### config.mk
export PLATFORM = sky130hd
export DESIGN_NAME = slew_limited_joint_command_top
export DESIGN_NICKNAME = d
export VERILOG_FILES = /design/src/sv/slc_pkg.sv /design/src/sv/slc_slew.sv /design/src/sv/slew_limited_joint_command_top.sv
export SDC_FILE = /design/constraint.sdc
export NUM_CORES = 1
export LEC_CHECK = 0
export BUFFER_PORTS_ARGS = -buffer_cell sky130_fd_sc_hd__buf_2
export CAP_MARGIN = 20
export CORE_ASPECT_RATIO = 1.4
export CORE_UTILIZATION = 37
export CTS_CLUSTER_DIAMETER = 40
export DETAILED_ROUTE_END_ITERATION = 6
export HOLD_SLACK_MARGIN = 0.03
export SLEW_MARGIN = 30
export SYNTH_ARGS = -nofsm -noshare
export SYNTH_HDL_FRONTEND = slang
export SYNTH_HIERARCHICAL = 1
export SYNTH_SLANG_ARGS = --single-unit
export TNS_END_PERCENT = 1
### constraint.sdc
create_clock -name clk_i -period 19.7 [get_ports clk_i]
set_clock_uncertainty 0.05 [all_clocks]
set_input_delay 3.94 -clock clk_i [delete_from_list [all_inputs] [get_ports clk_i]]
set_output_delay 3.94 -clock clk_i [all_outputs]
set_load 0.01 [all_outputs]
### src/sv/slc_pkg.sv
// Shared types and constants for the slew-limited joint command block.
// Holds angle and step types, register indexes and phase codes; no dependencies.
package slc_pkg;

  localparam int unsigned ANGLE_W = 16;
  localparam int unsigned STEP_W  = 15;
  localparam int unsigned COUNT_W = 16;
  localparam int unsigned JIDX_W  = 5;
  localparam int unsigned PADDR_W = 5;
  localparam int unsigned PDATA_W = 32;

  typedef logic signed [ANGLE_W-1:0] angle_t;
  typedef logic        [ANGLE_W-1:0] mag_t;
  typedef logic        [STEP_W-1:0]  step_t;
  typedef logic        [COUNT_W-1:0] count_t;

  // Configuration register indexes (byte address / 4)
  localparam logic [2:0] REG_TRACKING_STEP = 3'd0;
  localparam logic [2:0] REG_RETURN_STEP   = 3'd1;
  localparam logic [2:0] REG_TIMEOUT       = 3'd2;
  localparam logic [2:0] REG_GRACE         = 3'd3;
  localparam logic [2:0] REG_ZERO_THRESH   = 3'd4;

  // Reset values of the configuration registers
  localparam step_t  TRACKING_STEP_RST = 15'd246;
  localparam step_t  RETURN_STEP_RST   = 15'd41;
  localparam count_t TIMEOUT_RST       = 16'd50;
  localparam count_t GRACE_RST         = 16'd30;
  localparam step_t  ZERO_THRESH_RST   = 15'd4;

  // Input opcodes
  localparam logic OP_LOAD = 1'b0;
  localparam logic OP_TICK = 1'b1;

  // Phase codes reported on the last result of a tick
  localparam logic [1:0] PHASE_TRACK     = 2'd0;
  localparam logic [1:0] PHASE_HOLD      = 2'd1;
  localparam logic [1:0] PHASE_RETURNING = 2'd2;
  localparam logic [1:0] PHASE_ZERO_HOLD = 2'd3;

  localparam count_t COUNT_MAX = '1;

endpackage

### src/sv/slc_slew.sv
// Shared slew unit: moves one command toward its goal by a clamped step.
// Used once per joint by the tick sequencer; depends on slc_pkg.
module slc_slew (
  input  slc_pkg::angle_t cur_i,
  input  slc_pkg::angle_t goal_i,
  input  slc_pkg::step_t  step_i,
  output slc_pkg::angle_t next_o,
  output slc_pkg::mag_t   mag_o
);
  import slc_pkg::*;

  logic signed [ANGLE_W:0] delta;
  logic signed [ANGLE_W:0] step_pos;
  logic signed [ANGLE_W:0] step_neg;
  logic signed [ANGLE_W:0] delta_clamped;
  logic signed [ANGLE_W:0] sum;
  logic signed [ANGLE_W:0] neg_sum;

  // Difference to goal, widened by one bit so it cannot wrap
  assign delta    = {goal_i[ANGLE_W-1], goal_i} - {cur_i[ANGLE_W-1], cur_i};
  assign step_pos = {2'b00, step_i};
  assign step_neg = -step_pos;

  // Clamp the change to the allowed step
  always_comb begin
    priority if (delta > step_pos) begin
      delta_clamped = step_pos;
    end else if (delta < step_neg) begin
      delta_clamped = step_neg;
    end else begin
      delta_clamped = delta;
    end
  end

  // New command stays between old value and goal, so the low bits hold it
  assign sum     = {cur_i[ANGLE_W-1], cur_i} + delta_clamped;
  assign next_o  = sum[ANGLE_W-1:0];
  assign neg_sum = -sum;
  assign mag_o   = sum[ANGLE_W] ? neg_sum[ANGLE_W-1:0] : sum[ANGLE_W-1:0];

endmodule

### src/sv/slew_limited_joint_command_top.sv
// Top level of the slew-limited joint command block: APB registers, frame and
// tracking counters, target and command stores, and the tick sequencer.
// Depends on slc_pkg and slc_slew.
//
//  channel | direction | handshake               | payload
//  --------+-----------+-------------------------+-----------------------------------------
//  in      | into      | in_valid_i / in_stall_o | opcode, joint_index, target_angle,
//          |           |                         | frame_done, teleop_active
//  out     | out of    | out_valid_o/out_stall_i | joint_number, command_angle, last_joint,
//          |           |                         | phase, tracking_on, frame_stale, peak_abs
//  cfg     | into      | APB psel/penable/pready | five registers at byte address 4*i
//
// A tick runs a first pass through the one shared slew unit, each joint taking a
// store read, then update and write, then a second pass per result: store read,
// output register load, transfer; output stalls hold the second pass.
// Reset clears the registers, counters and the command valid bits; commands
// read as zero until first written, so no clearing pass is needed.
// in_stall_o is high from the accepted tick until its last result is taken.
module slew_limited_joint_command_top #(
  parameter int unsigned JOINTS = 20
) (
  input  logic                     clk_i,
  input  logic                     rst_ni,
  // input channel
  input  logic                     in_valid_i,
  output logic                     in_stall_o,
  input  logic                     opcode_i,
  input  logic [slc_pkg::JIDX_W-1:0] joint_index_i,
  input  slc_pkg::angle_t          target_angle_i,
  input  logic                     frame_done_i,
  input  logic                     teleop_active_i,
  // output channel
  output logic                     out_valid_o,
  input  logic                     out_stall_i,
  output logic [slc_pkg::JIDX_W-1:0] joint_number_o,
  output slc_pkg::angle_t          command_angle_o,
  output logic                     last_joint_o,
  output logic [1:0]               phase_o,
  output logic                     tracking_on_o,
  output logic                     frame_stale_o,
  output slc_pkg::mag_t            peak_abs_o,
  // configuration port
  input  logic                     psel,
  input  logic                     penable,
  input  logic                     pwrite,
  input  logic [slc_pkg::PADDR_W-1:0] paddr,
  input  logic [slc_pkg::PDATA_W-1:0] pwdata,
  output logic [slc_pkg::PDATA_W-1:0] prdata,
  output logic                     pready
);
  import slc_pkg::*;

  localparam int unsigned IDX_W = (JOINTS > 1) ? $clog2(JOINTS) : 1;
  localparam logic [IDX_W-1:0] LAST_IDX = IDX_W'(JOINTS - 1);

  // Sequencer states
  localparam logic [2:0] S_IDLE   = 3'd0;
  localparam logic [2:0] S_FETCH  = 3'd1;
  localparam logic [2:0] S_CALC   = 3'd2;
  localparam logic [2:0] S_OFETCH = 3'd3;
  localparam logic [2:0] S_OLOAD  = 3'd4;
  localparam logic [2:0] S_OUT    = 3'd5;

  // Configuration registers
  step_t  trk_step_q, ret_step_q, zero_thr_q;
  count_t timeout_q, grace_q;

  // Frame and tracking state
  logic   have_frame_q;
  count_t frame_age_q, since_trk_q;

  // Tick context
  logic   trk_q, hold_q, stale_q;
  mag_t   peak_q;

  logic [2:0]       state_q, state_d;
  logic [IDX_W-1:0] idx_q, idx_d;

  // Stores and their registered read data
  angle_t           tgt_mem [JOINTS];
  angle_t           cmd_mem [JOINTS];
  logic [JOINTS-1:0] cmd_vld_q;
  angle_t           tgt_rdata_q, cmd_rdata_q;
  logic             cmd_vld_rd_q;

  // Output registers
  logic [JIDX_W-1:0] jnum_q;
  angle_t            cmd_out_q;
  logic              last_q;
  logic [1:0]        phase_q;
  logic              trk_out_q, stale_out_q;
  mag_t              peak_out_q;

  logic   in_accept, out_accept, cfg_write;
  logic   is_load, is_tick;
  logic   stale_now, trk_now, hold_now;
  logic   load_in_range;
  angle_t cur, goal, next_cmd;
  mag_t   mag;
  step_t  step_sel;
  logic [1:0] phase_now;
  logic   is_last;

  assign pready      = 1'b1;
  assign cfg_write   = psel && penable && pwrite && pready;
  assign in_stall_o  = (state_q != S_IDLE);
  assign in_accept   = in_valid_i && !in_stall_o;
  assign out_valid_o = (state_q == S_OUT);
  assign out_accept  = out_valid_o && !out_stall_i;
  assign is_load     = in_accept && (opcode_i == OP_LOAD);
  assign is_tick     = in_accept && (opcode_i == OP_TICK);
  assign is_last     = (idx_q == LAST_IDX);

  assign load_in_range = ({1'b0, joint_index_i} < (JIDX_W + 1)'(JOINTS));

  // Mode decision from the counters as they stand when the tick arrives
  assign stale_now = !have_frame_q || (frame_age_q > timeout_q);
  assign trk_now   = teleop_active_i && !stale_now;
  assign hold_now  = !trk_now && (since_trk_q < grace_q);

  // Register writes
  always_ff @(posedge clk_i or negedge rst_ni) begin
    if (!rst_ni) begin
      trk_step_q <= TRACKING_STEP_RST;
      ret_step_q <= RETURN_STEP_RST;
      timeout_q  <= TIMEOUT_RST;
      grace_q    <= GRACE_RST;
      zero_thr_q <= ZERO_THRESH_RST;
    end else if (cfg_write) begin
      unique case (paddr[4:2])
        REG_TRACKING_STEP: trk_step_q <= pwdata[STEP_W-1:0];
        REG_RETURN_STEP:   ret_step_q <= pwdata[STEP_W-1:0];
        REG_TIMEOUT:       timeout_q  <= pwdata[COUNT_W-1:0];
        REG_GRACE:         grace_q    <= pwdata[COUNT_W-1:0];
        REG_ZERO_THRESH:   zero_thr_q <= pwdata[STEP_W-1:0];
        default: ;
      endcase
    end
  end

  // Register reads
  always_comb begin
    unique case (paddr[4:2])
      REG_TRACKING_STEP: prdata = PDATA_W'(trk_step_q);
      REG_RETURN_STEP:   prdata = PDATA_W'(ret_step_q);
      REG_TIMEOUT:       prdata = PDATA_W'(timeout_q);
      REG_GRACE:         prdata = PDATA_W'(grace_q);
      REG_ZERO_THRESH:   prdata = PDATA_W'(zero_thr_q);
      default:           prdata = '0;
    endcase
  end

  // Frame age and ticks since tracking; both saturate
  always_ff @(posedge clk_i or negedge rst_ni) begin
    if (!rst_ni) begin
      have_frame_q <= 1'b0;
      frame_age_q  <= '0;
      since_trk_q  <= '0;
      trk_q        <= 1'b0;
      hold_q       <= 1'b0;
      stale_q      <= 1'b0;
    end else if (is_load) begin
      if (frame_done_i) begin
        have_frame_q <= 1'b1;
        frame_age_q  <= '0;
      end
    end else if (is_tick) begin
      trk_q   <= trk_now;
      hold_q  <= hold_now;
      stale_q <= stale_now;
      if (frame_age_q != COUNT_MAX) begin
        frame_age_q <= frame_age_q + count_t'(1);
      end
      if (trk_now) begin
        since_trk_q <= count_t'(1);
      end else if (since_trk_q != COUNT_MAX) begin
        since_trk_q <= since_trk_q + count_t'(1);
      end
    end
  end

  // Target store: written by load transfers, read by the first pass
  always_ff @(posedge clk_i) begin
    if (is_load && load_in_range) begin
      tgt_mem[joint_index_i[IDX_W-1:0]] <= target_angle_i;
    end
    tgt_rdata_q <= tgt_mem[idx_q];
  end

  // Command store: updated by the first pass, read by both passes
  always_ff @(posedge clk_i) begin
    if (state_q == S_CALC) begin
      cmd_mem[idx_q] <= next_cmd;
    end
    cmd_rdata_q  <= cmd_mem[idx_q];
    cmd_vld_rd_q <= cmd_vld_q[idx_q];
  end

  always_ff @(posedge clk_i or negedge rst_ni) begin
    if (!rst_ni) begin
      cmd_vld_q <= '0;
    end else if (state_q == S_CALC) begin
      cmd_vld_q[idx_q] <= 1'b1;
    end
  end

  // Goal and step for the shared slew unit
  assign cur      = cmd_vld_rd_q ? cmd_rdata_q : '0;
  assign goal     = trk_q ? tgt_rdata_q : (hold_q ? cur : '0);
  assign step_sel = trk_q ? trk_step_q : ret_step_q;

  slc_slew u_slew (
    .cur_i  (cur),
    .goal_i (goal),
    .step_i (step_sel),
    .next_o (next_cmd),
    .mag_o  (mag)
  );

  // Track the peak magnitude over the first pass
  always_ff @(posedge clk_i or negedge rst_ni) begin
    if (!rst_ni) begin
      peak_q <= '0;
    end else if (is_tick) begin
      peak_q <= '0;
    end else if ((state_q == S_CALC) && (mag > peak_q)) begin
      peak_q <= mag;
    end
  end

  always_comb begin
    priority if (trk_q) begin
      phase_now = PHASE_TRACK;
    end else if (hold_q) begin
      phase_now = PHASE_HOLD;
    end else if (peak_q > {1'b0, zero_thr_q}) begin
      phase_now = PHASE_RETURNING;
    end else begin
      phase_now = PHASE_ZERO_HOLD;
    end
  end

  // Load the output registers from the settled command store
  always_ff @(posedge clk_i) begin
    if (state_q == S_OLOAD) begin
      jnum_q      <= JIDX_W'(idx_q);
      cmd_out_q   <= cur;
      last_q      <= is_last;
      phase_q     <= is_last ? phase_now : PHASE_TRACK;
      trk_out_q   <= trk_q;
      stale_out_q <= stale_q;
      peak_out_q  <= is_last ? peak_q : '0;
    end
  end

  assign joint_number_o  = jnum_q;
  assign command_angle_o = cmd_out_q;
  assign last_joint_o    = last_q;
  assign phase_o         = phase_q;
  assign tracking_on_o   = trk_out_q;
  assign frame_stale_o   = stale_out_q;
  assign peak_abs_o      = peak_out_q;

  // Tick sequencer: update pass, then emit pass
  always_comb begin
    state_d = state_q;
    idx_d   = idx_q;
    unique case (state_q)
      S_IDLE: begin
        if (is_tick) begin
          state_d = S_FETCH;
          idx_d   = '0;
        end
      end
      S_FETCH: state_d = S_CALC;
      S_CALC: begin
        if (is_last) begin
          state_d = S_OFETCH;
          idx_d   = '0;
        end else begin
          state_d = S_FETCH;
          idx_d   = idx_q + IDX_W'(1);
        end
      end
      S_OFETCH: state_d = S_OLOAD;
      S_OLOAD:  state_d = S_OUT;
      S_OUT: begin
        if (out_accept) begin
          if (last_q) begin
            state_d = S_IDLE;
          end else begin
            state_d = S_OFETCH;
            idx_d   = idx_q + IDX_W'(1);
          end
        end
      end
      default: state_d = S_IDLE;
    endcase
  end

  always_ff @(posedge clk_i or negedge rst_ni) begin
    if (!rst_ni) begin
      state_q <= S_IDLE;
      idx_q   <= '0;
    end else begin
      state_q <= state_d;
      idx_q   <= idx_d;
    end
  end

endmodule

==> flow_summary_export.csv <==
group,metric,value,unit
timing,setup_tns,0,ns
yosys,synth-compound-area-share,7.65,%
timing,period_needed,11.22,ns
timing,worst_pin_slew,0.936,ns
timing,maxSlewHeadroom,37.6,%
detailed_routing,vias,23700,
yosys,synth_top_area_share,51.2,%
clock_tree,cts_buffer_depth,3,
detailed_routing,antenna_left,0,
worst_setup_path,r2r_setup_slack,8.48,ns
min_path,holdCritStartpoint,"cmd_vld_q[2]",
worst_setup_path,cpPeakStageDelay,0.80,ns
clock_tree,clock-sinks,872,
placement,dp_hpwl,65.7,mm
cells_and_area,area_delta_synth_final,14.7,%
placement,gp_congestion,0.859,
worst_setup_path,worstPathArrival,11.79,ns
placement,io_buffers,109,
cells_and_area,fin_nets,3131,
clock_tree,cts_resized,0,
clock_tree,hold_buffers,0,
yosys,async_flop_share,18.0,%
floorplan,io_pins,145,
yosys,synth_area,0.0400,mm²
yosys,ys_types,97,
timing,drv_slew,0,
yosys,synth_mux_area_share,12.4,%
yosys,synthSimpleGateAreaFrac,8.74,%
yosys,synth_xor_area_share,1.14,%
clock_tree,cts_htree_levels,3,
yosys,synthAdderAreaFrac,4.26,%
clock_tree,cts_setup_buffers,0,
worst_setup_path,end_kind,"register",
clock_tree,cts_tree,"done",
yosys,synth_edf_count,682,
timing,grt_setup_unrepaired,"false",
yosys,synth_top_area_cell,"edfxtp_1",
job,max_cap_violations,0,
worst_setup_path,crit_path_start,"trk_q",
clock_tree,clk_latency,0.72,ns
yosys,ys_seq_area_share,62.8,%
global_route,grt_pass1_vias,24000,
global_route,grt_overflow,0,
yosys,synth_flop_cell,"edfxtp_1",
clock_tree,clock-root-buffer,"clkbuf_16",
timing,fmax,89.1,MHz
yosys,ys_ff_latch,872,
min_path,min_path_type,"reg2reg",
detailed_routing,drc,0,
timing,finalSetupViolCount,0,
worst_setup_path,crit_type,"reg2reg",
yosys,yosysWarnings,6,
global_route,grt_pass1_wl,148,mm
yosys,ys_top_cells_by_area,"edfxtp_1 (51%), mux4_2 (9.3%), dfrtp_1 (8.8%)",
worst_setup_path,worst_r2r_path_depth,42,
clock_tree,clk_pin_slew,0.06,ns
detailed_routing,wl_per_cell,21.9,µm
yosys,synth_top_family_by_area,"multiplexers",
cells_and_area,final_core_util,42.8,%
yosys,synthCells,2792,
worst_setup_path,start_kind,"register",
detailed_routing,drt-total-wl,97.4,mm
floorplan,initial_core_util,37.3,%
detailed_routing,drt_iter0_markers,1605,
run_status,status,"completed",
detailed_routing,via_per_inst,5.32,
worst_setup_path,worst-path-max-fanout,33,
timing,hold_violations,0,
floorplan,die_h,391,µm
cells_and_area,drive_gt1_share,22.4,%
cells_and_area,n_antenna_cell,0,
global_route,antenna_found_initial,1,
min_path,hold_path_end,"cmd_vld_q[2]",
worst_setup_path,slowest_stage,"and2_1",
clock_tree,cts_buffers,102,
floorplan,die_width,280,µm
timing,holdWs,0.412,ns
global_route,grt_usage,17.9,%
floorplan,dieArea,0.109,mm²
worst_setup_path,reg2reg_from,"trk_q",
floorplan,rows,142,
cells_and_area,fillers,9669,
min_path,whs_path_depth,1,
worst_setup_path,required,20.27,ns
global_route,grt_start_max_net_pins,115,
floorplan,core,0.107,mm²
worst_setup_path,rr_endpoint,"peak_q[4]",
yosys,avgSynthCellArea,14.3,µm²
detailed_routing,first_pass_iters,5,
timing,fin_crit_sh,57.0,%
## cell families after synthesis
| family | count (synthesis) |
|---|---|
| buf+inv | 279 |
| simple gates | 697 |
| flops | 872 |
| mux | 281 |
| xor+xnor | 50 |
| compound gates | 476 |
| fa+ha+maj | 135 |
| other cells | 2 |
## metrics by stage
stage	setup slack [ns]	instance area, µm²	instances
2_1_floorplan	10.30	40000	2807
4_1_cts	8.29	45800	4456
6_report	8.48	45900	4456
3_3_place_gp	8.32	42200	4264
3_5_place_dp	8.30	42300	4264
5_1_grt	7.69	45900	4456
## state kept, by name (all words and copies together) (netlist names), 2 cells and up
register	flops
since_trk_q	16
idx_q	5
trk_step_q	15
grace_q	16
timeout_q	16
joint_number_o	5
command_angle_o	16
cmd_mem	320
peak_q	16
phase_o	2
peak_abs_o	16
state_q	3
ret_step_q	15
cmd_vld_q	20
tgt_mem	320
frame_age_q	16
zero_thr_q	15
cmd_rdata_q	16
tgt_rdata_q	16
## cell usage after synthesis, types with 5 or more instances
cell type and n:
nand4_1 35, o21a_1 11, a21o_1 23, a311oi_1 5
buf_1 13, dfstp_2 17, a31oi_1 9, and4_1 7
o21ai_0 133, nor2b_1 17, dfxtp_1 33, inv_1 128
clkbuf_1 75, or3_1 17, o31ai_1 9, a22oi_1 32
a211oi_1 14, ha_1 133, edfxtp_1 682, buf_4 20
a22o_1 33, mux4_2 165, nand2_1 224, mux2i_1 51
mux2_2 64, and2_1 35, nand3_1 56, or2_2 32
o22ai_1 18, nor4_1 7, o2111ai_1 13, nor2_1 136
and3_1 22, o31a_1 5, nand2b_1 16, dfrtp_1 140
a221oi_1 6, nor3_1 52, xnor2_1 26, xor2_1 23
buf_2 38, o211ai_1 10, a21oi_1 116
## worst max-delay path: cells and delay by family, from the launching register on
family	cells	cell delay, ns
AO/OA/AOI/OAI	19	4.33
multiplexers	2	0.79
buffers and inverters	6	1.07
XOR/XNOR	2	0.40
AND/OR/NAND/NOR	7	2.05
flip-flops	1	0.45
adder cells (fa/ha/maj)	6	1.98
## layout by cell type, fill, tap and decap left out, types with 108 or more instances in the layout
master    instances
a21oi_1         115
buf_2           108
dfrtp_1         137
edfxtp_1        682
ha_1            132
inv_1           127
mux4_2          165
nand2_1         224
nor2_1          120
o21ai_0         133
## metal layers
| metal | share of wire (%) | global-route usage [%] | up-vias |
|---|---|---|---|
| met5 | 0 | 0 | - |
| met4 | 3.2 | 6.61 | 0 |
| met3 | 4.0 | 2.38 | 154 |
| met2 | 52 | 31.7 | 552 |
| met1 | 41 | 22.1 | 12000 |
| li1 | - | - | 11000 |
## how the worst max path moves through the flow
stage | to | cells after the start
CTS | peak_q[4] | 44
detailed placement | peak_q[1] | 44
floorplan | peak_q[11] | 45
finish | peak_q[4] | 42
global route | peak_q[13] | 43
global placement | peak_q[15] | 43
## area by class of cell
| cell class | instances | area (µm²) | share of cell area [%] |
|---|---|---|---|
| Timing Repair Buffer | 167 | 1000 | 2.19 |
| Multi-Input combinational cell | 1656 | 14000 | 30.4 |
| Inverter | 129 | 485 | 1.06 |
| Clock inverter | 72 | 866 | 1.89 |
| Tap cell | 1440 | 1800 | 3.93 |
| Sequential cell | 872 | 25100 | 54.7 |
| Clock buffer | 120 | 2650 | 5.78 |
Power is not shown: default switching activity piles up to over one toggle a cycle in this logic, so the estimate is an artifact.
